==> src/rtl/rbc_pkg.sv <==
// Shared types and constants for the red blob centroid block.
package rbc_pkg;

	localparam int CHAN_W      = 8;
	localparam int COORD_W     = 11;
	localparam int CNT_W       = 23;
	localparam int SUM_W       = 34;
	localparam int IDX_W       = 3;
	localparam int CFG_W       = 11;
	localparam int QUEUE_DEPTH = 4;

	localparam logic [CNT_W-1:0] CNT_MAX = '1;

	// register indexes on the configuration port
	localparam logic [IDX_W-1:0] REG_CR_THRESHOLD  = 3'd0;
	localparam logic [IDX_W-1:0] REG_REGION_LEFT   = 3'd1;
	localparam logic [IDX_W-1:0] REG_REGION_TOP    = 3'd2;
	localparam logic [IDX_W-1:0] REG_REGION_RIGHT  = 3'd3;
	localparam logic [IDX_W-1:0] REG_REGION_BOTTOM = 3'd4;

	localparam logic [CHAN_W-1:0]  THRESHOLD_RESET = 8'd150;
	localparam logic [COORD_W-1:0] REGION_LO_RESET = 11'd0;
	localparam logic [COORD_W-1:0] REGION_HI_RESET = 11'd2047;

	// 14-bit fixed point luma and chroma red coefficients
	localparam logic [13:0] Y_COEF_B  = 14'd1868;
	localparam logic [13:0] Y_COEF_G  = 14'd9617;
	localparam logic [13:0] Y_COEF_R  = 14'd4899;
	localparam logic [21:0] Y_ROUND   = 22'd8192;
	localparam logic signed [24:0] CR_COEF   = 25'sd11682;
	localparam logic signed [24:0] CR_OFFSET = 25'sd2105344;

	typedef struct packed {
		logic [CHAN_W-1:0]  blue;
		logic [CHAN_W-1:0]  green;
		logic [CHAN_W-1:0]  red;
		logic [COORD_W-1:0] col;
		logic [COORD_W-1:0] row;
		logic               frame_end;
	} pixel_t;

	typedef struct packed {
		logic               marked;
		logic               centroid_valid;
		logic               found;
		logic [COORD_W-1:0] center_col;
		logic [COORD_W-1:0] center_row;
		logic [CNT_W-1:0]   marked_count;
	} result_t;

	// one classified pixel on its way to the back part
	typedef struct packed {
		logic             marked;
		logic             last;
		logic [CNT_W-1:0] count;
		logic [SUM_W-1:0] col_sum;
		logic [SUM_W-1:0] row_sum;
	} tally_t;

endpackage

==> src/rtl/rbc_front.sv <==
// Front part: region gate, chroma red threshold and running sums.
module rbc_front
	import rbc_pkg::*;
#(
	parameter int COORD_W_EFF = 11
) (
	input  logic               clk,
	input  logic               arst_n,
	input  logic               push,
	output logic               full,
	input  pixel_t             pixel,
	input  logic               cfg_valid,
	input  logic [IDX_W-1:0]   cfg_index,
	input  logic [CFG_W-1:0]   cfg_data,
	output logic               q_push,
	input  logic               q_full,
	output tally_t             q_data
);

	localparam logic [COORD_W-1:0] MASK = COORD_W'((1 << COORD_W_EFF) - 1);

	logic [CHAN_W-1:0]  thr_q;
	logic [COORD_W-1:0] left_q, top_q, right_q, bottom_q;

	logic [CNT_W-1:0] hit_q;
	logic [SUM_W-1:0] col_sum_q, row_sum_q;

	logic               vld_s1;
	logic [CHAN_W-1:0]  red_s1, luma_s1;
	logic [COORD_W-1:0] col_s1, row_s1;
	logic               inside_s1, last_s1;

	logic [COORD_W-1:0] col_m, row_m;
	logic               inside_c;
	logic [21:0]        luma_acc;
	logic               accept;

	logic signed [9:0]  diff_c;
	logic signed [24:0] cr_full;
	logic [9:0]         cr_wide;
	logic [CHAN_W-1:0]  cr_c;
	logic               mark_c, inc_c;
	logic [CNT_W-1:0]   hit_n;
	logic [SUM_W-1:0]   col_sum_n, row_sum_n;

	assign col_m = pixel.col & MASK;
	assign row_m = pixel.row & MASK;
	assign inside_c = (col_m >= (left_q & MASK)) && (col_m <= (right_q & MASK)) &&
		(row_m >= (top_q & MASK)) && (row_m <= (bottom_q & MASK));
	assign luma_acc = 22'(pixel.blue * Y_COEF_B) + 22'(pixel.green * Y_COEF_G) +
		22'(pixel.red * Y_COEF_R) + Y_ROUND;

	assign full   = vld_s1 && q_full;
	assign accept = push && !full;
	assign q_push = vld_s1 && !q_full;

	// chroma red from the registered luma
	assign diff_c  = $signed({2'b00, red_s1}) - $signed({2'b00, luma_s1});
	assign cr_full = 25'(diff_c) * CR_COEF + CR_OFFSET;
	assign cr_wide = cr_full[23:14];
	always_comb begin
		if (cr_full[24])
			cr_c = '0;
		else if (cr_wide > 10'd255)
			cr_c = '1;
		else
			cr_c = cr_wide[CHAN_W-1:0];
	end

	assign mark_c    = inside_s1 && (cr_c > thr_q);
	assign inc_c     = mark_c && (hit_q != CNT_MAX);
	assign hit_n     = inc_c ? hit_q + 1'b1 : hit_q;
	assign col_sum_n = inc_c ? col_sum_q + SUM_W'(col_s1) : col_sum_q;
	assign row_sum_n = inc_c ? row_sum_q + SUM_W'(row_s1) : row_sum_q;

	assign q_data.marked  = mark_c;
	assign q_data.last    = last_s1;
	assign q_data.count   = hit_n;
	assign q_data.col_sum = col_sum_n;
	assign q_data.row_sum = row_sum_n;

	always_ff @(posedge clk or negedge arst_n) begin
		if (!arst_n) begin
			thr_q    <= THRESHOLD_RESET;
			left_q   <= REGION_LO_RESET;
			top_q    <= REGION_LO_RESET;
			right_q  <= REGION_HI_RESET;
			bottom_q <= REGION_HI_RESET;
		end else if (cfg_valid) begin
			unique case (cfg_index)
				REG_CR_THRESHOLD:  thr_q    <= cfg_data[CHAN_W-1:0];
				REG_REGION_LEFT:   left_q   <= cfg_data;
				REG_REGION_TOP:    top_q    <= cfg_data;
				REG_REGION_RIGHT:  right_q  <= cfg_data;
				REG_REGION_BOTTOM: bottom_q <= cfg_data;
				default: ;
			endcase
		end
	end

	always_ff @(posedge clk or negedge arst_n) begin
		if (!arst_n) begin
			vld_s1    <= 1'b0;
			hit_q     <= '0;
			col_sum_q <= '0;
			row_sum_q <= '0;
		end else begin
			if (accept)
				vld_s1 <= 1'b1;
			else if (q_push)
				vld_s1 <= 1'b0;
			if (q_push) begin
				// sums restart after the frame's last pixel
				hit_q     <= last_s1 ? '0 : hit_n;
				col_sum_q <= last_s1 ? '0 : col_sum_n;
				row_sum_q <= last_s1 ? '0 : row_sum_n;
			end
		end
	end

	always_ff @(posedge clk) begin
		if (accept) begin
			red_s1    <= pixel.red;
			luma_s1   <= luma_acc[21:14];
			col_s1    <= col_m;
			row_s1    <= row_m;
			inside_s1 <= inside_c;
			last_s1   <= pixel.frame_end;
		end
	end

endmodule

==> src/rtl/rbc_queue.sv <==
// Short queue of classified pixels between the front and back parts.
module rbc_queue
	import rbc_pkg::*;
(
	input  logic   clk,
	input  logic   arst_n,
	input  logic   push,
	input  tally_t data_in,
	output logic   full,
	input  logic   pop,
	output tally_t data_out,
	output logic   empty
);

	localparam int PTR_W = $clog2(QUEUE_DEPTH);

	tally_t           slot_q [QUEUE_DEPTH];
	logic [PTR_W-1:0] wr_q, rd_q;
	logic [PTR_W:0]   count_q;
	logic             do_push, do_pop;

	assign full     = count_q == (PTR_W+1)'(QUEUE_DEPTH);
	assign empty    = count_q == '0;
	assign data_out = slot_q[rd_q];
	assign do_push  = push && !full;
	assign do_pop   = pop && !empty;

	always_ff @(posedge clk or negedge arst_n) begin
		if (!arst_n) begin
			wr_q    <= '0;
			rd_q    <= '0;
			count_q <= '0;
		end else begin
			if (do_push)
				wr_q <= wr_q + 1'b1;
			if (do_pop)
				rd_q <= rd_q + 1'b1;
			if (do_push && !do_pop)
				count_q <= count_q + 1'b1;
			else if (do_pop && !do_push)
				count_q <= count_q - 1'b1;
		end
	end

	always_ff @(posedge clk) begin
		if (do_push)
			slot_q[wr_q] <= data_in;
	end

`ifndef SYNTH
	a_count_bound: assert property (@(posedge clk) disable iff (!arst_n)
		count_q <= (PTR_W+1)'(QUEUE_DEPTH))
		else $error("queue fill beyond depth");
	a_no_overrun: assert property (@(posedge clk) disable iff (!arst_n)
		push |-> !full)
		else $error("front pushed into a full queue");
`endif

endmodule

==> src/rtl/rbc_back.sv <==
// Back part: per-frame centroid divider and the result register.
module rbc_back
	import rbc_pkg::*;
#(
	parameter int COORD_W_EFF = 11
) (
	input  logic    clk,
	input  logic    arst_n,
	input  tally_t  head,
	input  logic    q_empty,
	output logic    q_pop,
	output result_t result,
	output logic    empty,
	input  logic    pop
);

	localparam int STEP_W = $clog2(COORD_W_EFF + 1);

	typedef enum logic [1:0] {S_IDLE, S_DIV, S_DONE} state_t;

	state_t                 state_q;
	result_t                out_q;
	logic                   out_vld_q;
	logic [CNT_W-1:0]       div_q, cnt_q;
	logic [CNT_W-1:0]       crem_q, rrem_q;
	logic [COORD_W_EFF-1:0] cq_q, rq_q;
	logic [STEP_W-1:0]      step_q;
	logic                   mk_q;

	logic          slot_free, head_div, load_c;
	logic [CNT_W:0] ctrial, rtrial, cdiff, rdiff;
	logic          cge, rge;

	assign result    = out_q;
	assign empty     = !out_vld_q;
	assign slot_free = !out_vld_q || pop;
	assign head_div  = head.last && (head.count != '0);
	assign q_pop     = (state_q == S_IDLE) && !q_empty && (head_div || slot_free);
	// result register takes a new request from the queue head or the divider
	assign load_c    = ((state_q == S_IDLE) && !q_empty && !head_div && slot_free) ||
		((state_q == S_DONE) && slot_free);

	// restoring division, one quotient bit per cycle for column and row
	assign ctrial = {crem_q, cq_q[COORD_W_EFF-1]};
	assign rtrial = {rrem_q, rq_q[COORD_W_EFF-1]};
	assign cdiff  = ctrial - {1'b0, div_q};
	assign rdiff  = rtrial - {1'b0, div_q};
	assign cge    = ctrial >= {1'b0, div_q};
	assign rge    = rtrial >= {1'b0, div_q};

	always_ff @(posedge clk or negedge arst_n) begin
		if (!arst_n) begin
			state_q   <= S_IDLE;
			out_vld_q <= 1'b0;
			step_q    <= '0;
			out_q     <= '0;
			div_q     <= '0;
			cnt_q     <= '0;
			mk_q      <= 1'b0;
			crem_q    <= '0;
			rrem_q    <= '0;
			cq_q      <= '0;
			rq_q      <= '0;
		end else begin
			if (load_c)
				out_vld_q <= 1'b1;
			else if (pop)
				out_vld_q <= 1'b0;
			unique case (state_q)
				S_IDLE: begin
					if (!q_empty) begin
						if (head_div) begin
							div_q  <= head.count;
							cnt_q  <= head.count;
							mk_q   <= head.marked;
							// quotient fits the coordinate width, so the upper part
							// of each sum is already below the divisor
							crem_q <= head.col_sum[COORD_W_EFF+CNT_W-1:COORD_W_EFF];
							rrem_q <= head.row_sum[COORD_W_EFF+CNT_W-1:COORD_W_EFF];
							cq_q   <= head.col_sum[COORD_W_EFF-1:0];
							rq_q   <= head.row_sum[COORD_W_EFF-1:0];
							step_q <= '0;
							state_q <= S_DIV;
						end else if (slot_free) begin
							out_q.marked         <= head.marked;
							out_q.centroid_valid <= head.last;
							out_q.found          <= 1'b0;
							out_q.center_col     <= '0;
							out_q.center_row     <= '0;
							out_q.marked_count   <= head.count;
						end
					end
				end
				S_DIV: begin
					crem_q <= cge ? cdiff[CNT_W-1:0] : ctrial[CNT_W-1:0];
					rrem_q <= rge ? rdiff[CNT_W-1:0] : rtrial[CNT_W-1:0];
					cq_q   <= {cq_q[COORD_W_EFF-2:0], cge};
					rq_q   <= {rq_q[COORD_W_EFF-2:0], rge};
					step_q <= step_q + 1'b1;
					if (step_q == STEP_W'(COORD_W_EFF - 1))
						state_q <= S_DONE;
				end
				S_DONE: begin
					if (slot_free) begin
						out_q.marked         <= mk_q;
						out_q.centroid_valid <= 1'b1;
						out_q.found          <= 1'b1;
						out_q.center_col     <= COORD_W'(cq_q);
						out_q.center_row     <= COORD_W'(rq_q);
						out_q.marked_count   <= cnt_q;
						state_q              <= S_IDLE;
					end
				end
				default: state_q <= S_IDLE;
			endcase
		end
	end

`ifndef SYNTH
	a_div_nonzero: assert property (@(posedge clk) disable iff (!arst_n)
		state_q == S_DIV |-> div_q != '0)
		else $error("centroid division by zero count");
	a_done_delivers: assert property (@(posedge clk) disable iff (!arst_n)
		(state_q == S_DONE && slot_free) |=> out_vld_q && out_q.found)
		else $error("centroid result not loaded");
`endif

endmodule

==> src/rtl/red_blob_centroid.sv <==
// Top level of the red blob centroid block.
// Pixels enter through a queue-like port: an item goes in when push is high
// and full is low. Results leave the same way: the oldest result sits on
// result while empty is low and is taken when pop is high.
// Every pixel gives one result: its mark and the running marked count. The
// frame_end pixel also carries the truncated centroid and found.
// Ordinary pixels pass the front stage register, the queue and the result
// register. A frame end with marked pixels is also held in the back part
// by a one-bit-per-cycle divider for the means (COORD_BITS capped at 11).
// Front and back each pass one pixel per cycle between frame ends while the
// queue has room and the receiver keeps popping; every dividing frame end
// holds the back, which the 4-entry queue only partly hides from the input.
// When the receiver stops popping, the result register and the queue fill and
// full rises; nothing is dropped.
// Registers are written over cfg_valid/cfg_index/cfg_data, always ready;
// write only while idle. Reset clears sums, queue and result register and
// loads the threshold (150) and a full-frame region.
module red_blob_centroid
	import rbc_pkg::*;
#(
	parameter int COORD_BITS = 11
) (
	input  logic             clk,
	input  logic             arst_n,
	input  logic             push,
	output logic             full,
	input  pixel_t           pixel,
	output logic             empty,
	input  logic             pop,
	output result_t          result,
	input  logic             cfg_valid,
	output logic             cfg_ready,
	input  logic [IDX_W-1:0] cfg_index,
	input  logic [CFG_W-1:0] cfg_data
);

	localparam int CW = (COORD_BITS < COORD_W) ? COORD_BITS : COORD_W;

	tally_t front_data, head;
	logic   front_push, q_full, q_empty, q_pop;

	assign cfg_ready = 1'b1;

	rbc_front #(
		.COORD_W_EFF(CW)
	) u_front (
		.clk       (clk),
		.arst_n    (arst_n),
		.push      (push),
		.full      (full),
		.pixel     (pixel),
		.cfg_valid (cfg_valid),
		.cfg_index (cfg_index),
		.cfg_data  (cfg_data),
		.q_push    (front_push),
		.q_full    (q_full),
		.q_data    (front_data)
	);

	rbc_queue u_queue (
		.clk      (clk),
		.arst_n   (arst_n),
		.push     (front_push),
		.data_in  (front_data),
		.full     (q_full),
		.pop      (q_pop),
		.data_out (head),
		.empty    (q_empty)
	);

	rbc_back #(
		.COORD_W_EFF(CW)
	) u_back (
		.clk     (clk),
		.arst_n  (arst_n),
		.head    (head),
		.q_empty (q_empty),
		.q_pop   (q_pop),
		.result  (result),
		.empty   (empty),
		.pop     (pop)
	);

endmodule
==> config.mk <==
export PLATFORM = sky130hd
export DESIGN_NAME = red_blob_centroid
export DESIGN_NICKNAME = d
export VERILOG_FILES = /design/src/rtl/rbc_pkg.sv /design/src/rtl/rbc_front.sv /design/src/rtl/rbc_queue.sv /design/src/rtl/rbc_back.sv /design/src/rtl/red_blob_centroid.sv
export SDC_FILE = /design/constraint.sdc
export NUM_CORES = 2
export LEC_CHECK = 0
export ABC_AREA = 1
export BUFFER_PORTS_ARGS = -buffer_cell sky130_fd_sc_hd__buf_2
export CORE_AREA = 2 2 240 301
export DETAILED_ROUTE_END_ITERATION = 7
export DIE_AREA = 0 0 242 303
export PLACE_DENSITY = 0.75
export SLEW_MARGIN = 20
export SYNTH_ARGS = -nofsm -noshare
export SYNTH_HDL_FRONTEND = slang
export SYNTH_SLANG_ARGS = --single-unit
==> constraint.sdc <==
create_clock -name clk -period 20.4 [get_ports clk]
set_input_delay 4.08 -clock clk [delete_from_list [all_inputs] [get_ports clk]]
set_output_delay 4.08 -clock clk [all_outputs]
set_load 0.005 [all_outputs]
==> reports/results.tsv <==
stage	metric	value	unit
floorplan	die height	303	µm
clocking	CTS root buffer	clkbuf_16	
finish	fillers	5745	
sta	Hold Violations, Final	0	
clocking	hold_buf cts	0	
finish	area occupied by multi-input gates	19010	µm²
finish	fraction of layout cells with a size suffix above 1	0.07127	
logic_synthesis	Unique masters post-synth	56	
route	met3 WL	4.764	mm
sta	RSZ-0062 raised after global routing	false	
sta	post-layout minimum cycle time	10.65	ns
worst_setup_path	Worst setup SP type	input pin	
floorplan	Die W	242	µm
worst_setup_path	CP delay by family, top	adder cells	
logic_synthesis	ys flop type	edfxtp_1	
logic_synthesis	Mapped Cells	4464	
grt	remaining global-route overflow	0	
logic_synthesis	syn nets	4986	
finish	post-route cell area	45630	µm²
route	Final ANT Viol Nets	0	
finish	fin cells	5534	
worst_setup_path	largest fanout on the critical path	5	
worst_setup_path	CP max stage delay	0.55	ns
grt	largest net degree at the start of global routing	177	
logic_synthesis	Yosys reg bits	710	
run_status	outcome	finished, final reports clean	
sta	Hold Slack	0.4772	ns
floorplan	die area	73330	µm²
worst_setup_path	CP max-delay cell	fa_1	
worst_setup_path	worst path arrival time	11.02	ns
route	wire per inst	17.91	µm
clocking	clk_lat worst skew	0.64	ns
sta	setup violators final	0	
clocking	CTS clock-pin slew for the worst setup and hold paths	0.06	ns
logic_synthesis	mapped cell area	41870	µm²
worst_setup_path	FF-to-FF setup slack	9.96	ns
finish	commonest non-fill, non-tap cell in the layout	nand2_1	
floorplan	Core Footprint	70370	µm²
clocking	CTS tree	yes	
grt	first-pass GRT wire length	158.6	mm
route	drt initial violations	2479	
route	Vias per Instance	5.637	
clocking	post-CTS setup buffer count	0	
clocking	CTS Buffer Depth	3	
logic_synthesis	post-synth top area share	0.2955	
clocking	post_cts resized	0	
clocking	CTS buffer count	72	
sta	FMAX	93.94	MHz
floorplan	Initial Util	0.5950	
finish	area occupied by registers	19870	µm²
flow_run	# Max-Cap Violations	0	
worst_hold_path	Worst Hold Class	register to register	
place	I/O Buffers	115	
finish	Final #Nets	5052	
finish	area delta synth->final	8.986	%
route	vias	31200	
worst_hold_path	hold wc startpoint	u_back.result[46]	
sta	Tightest Pin Transition	1.092	ns
logic_synthesis	synth warn	0	
logic_synthesis	Post-synth EDFFs	412	
finish	most frequent cells in the layout	nand2_1, inv_1, o21ai_0	
route	DRT Pass-1 Iters	6	
clocking	clk sink count	710	
worst_setup_path	Crit. Startpoint	pixel[41]	
place	GP Congestion	0.9647	
clocking	H-tree depth	3	
worst_setup_path	critical register-to-register path startpoint	u_front.red_s1[2]	
worst_setup_path	Most common cell on crit path	inv_1	
grt	initial antenna violation count	4	
logic_synthesis	Synth area leaders	edfxtp_1, dfrtp_1, ha_1, nand2_1, fa_1	
route	Top Metal Used	met5	
place	DP HPWL	70.11	mm
worst_setup_path	Critical Path RT	20.77	ns
route	total wire length	99.10	mm
grt	number of global-route vias before repair	30530	
logic_synthesis	ys async rst share	0.4197	
worst_setup_path	crit path kind	input pin to register	
logic_synthesis	Synth area leader	edfxtp_1	
grt	GRT Util Overall	0.2720	
place	post-place instance area	43200	µm²
worst_setup_path	Critical Path Sink Type	register	
sta	Setup Skew	0.04778	ns
sta	Final Max Slew Viols	0	
sta	setup tns final	0	ns
route	DR WL met2	49.25	mm
logic_synthesis	Synth Area per Inst	9.380	µm²
floorplan	Boundary Pins	117	
logic_synthesis	sequential area share after synthesis	0.4743	
floorplan	standard-cell rows	109	
route	Metal-1 WL	41.32	mm
sta	Slew headroom	0.2718	
route	# DRC	0	
place	Inst Count DP	5398	
worst_setup_path	CP Buf/Inv Count	8	
sta	period utilization	0.5218	
==> cells in the mapped netlist, types with 6 or more instances <==
master    number
buf_2         21
nand3_1      118
buf_6         10
a31oi_1       18
nor2_1       375
o22ai_1       88
fa_1         118
nand4_1       39
buf_4         11
nor2_2         6
nor3_1        52
o21bai_1      11
dfstp_2       26
edfxtp_1     412
o211ai_1      31
xnor2_1       37
a21o_1        13
nand2_2        6
xor2_1       111
o21ai_0      467
o21ai_1       16
nor4_1        16
clkbuf_1     100
ha_1         338
a21oi_1      227
nand2_1      805
buf_1          7
dfrtp_1      272
or2_2         10
o21a_1         7
a22o_1        15
inv_1        617
a32o_1         9
==> worst register-to-register path: cells and delay by family, from the launching register on <==
kind,cells,cell delay (ns)
and+or+nand+nor,24,3.28
adders and majority gates,8,2.87
AOI/OAI and AO/OA,10,1.85
xor gates and xnor gates,2,1.02
buffers and inverters,5,0.82
DFF,1,0.37
==> path summary, 6_finish.rpt <==
| check | endpoint | cells past startpoint |
|---|---|---|
| setup reg to reg | u_queue.slot_q[3][62] | 49 |
| hold / removal | u_back.result[46] | 2 |
| min in group asynchronous | u_back.result[45] | 1 |
| hold reg to reg | u_back.result[46] | 2 |
| max in group asynchronous | u_queue.rd_q[0] | 2 |
| setup / recovery | u_front.luma_s1[6] | 31 |
==> sequential cells by signal (all words and copies together) (netlist names), 23 cells and up <==
signal / flops
u_front.row_sum_q: 34
u_back.result: 48
u_back.crem_q: 23
u_queue.slot_q: 372
u_front.col_sum_q: 34
u_back.div_q: 23
u_front.hit_q: 23
u_back.rrem_q: 23
==> cell type report <==
cell class | instances | area share
flip-flops and latches | 710 | 0.4353
clock inverters | 40 | 0.01020
inverters | 623 | 0.05130
repair buffers | 141 | 0.01810
clock buffers | 92 | 0.04247
diodes | 3 | 0.0001645
multi-input cells | 2982 | 0.4166
well taps | 943 | 0.02586
==> stage by stage <==
stage | setup slack [ns] | util
2_1_floorplan | 9.841 | -
3_3_place_gp | 9.281 | 0.6138
3_5_place_dp | 9.160 | 0.6138
4_1_cts | 9.769 | 0.6480
5_1_grt | 9.199 | 0.6485
6_report | 9.754 | 0.6485
==> metal layers <==
layer,GRT usage,vias to the layer above
li1,-,15110
met1,0.3448,14990
met2,0.4780,898
met3,0.02698,192
met4,0.1198,2
met5,0,-
==> cells by family (layout without fill, tap and decap cells) <==
kind of cell / Yosys count / after routing / share of synthesized area
AOI/OAI and AO/OA: 933 / 933 / 0.1235
xor gates and xnor gates: 148 / 148 / 0.03096
adders and majority gates: 456 / 456 / 0.1574
buffers and inverters: 772 / 896 / 0.07267
DFF: 710 / 710 / 0.4743
muxes: 3 / 3 / 0.0007172
other: 1 / 4 / 0.00008956
and+or+nand+nor: 1441 / 1441 / 0.1403
Power is not shown: default switching activity piles up to over one toggle a cycle in this logic, so the estimate is an artifact.
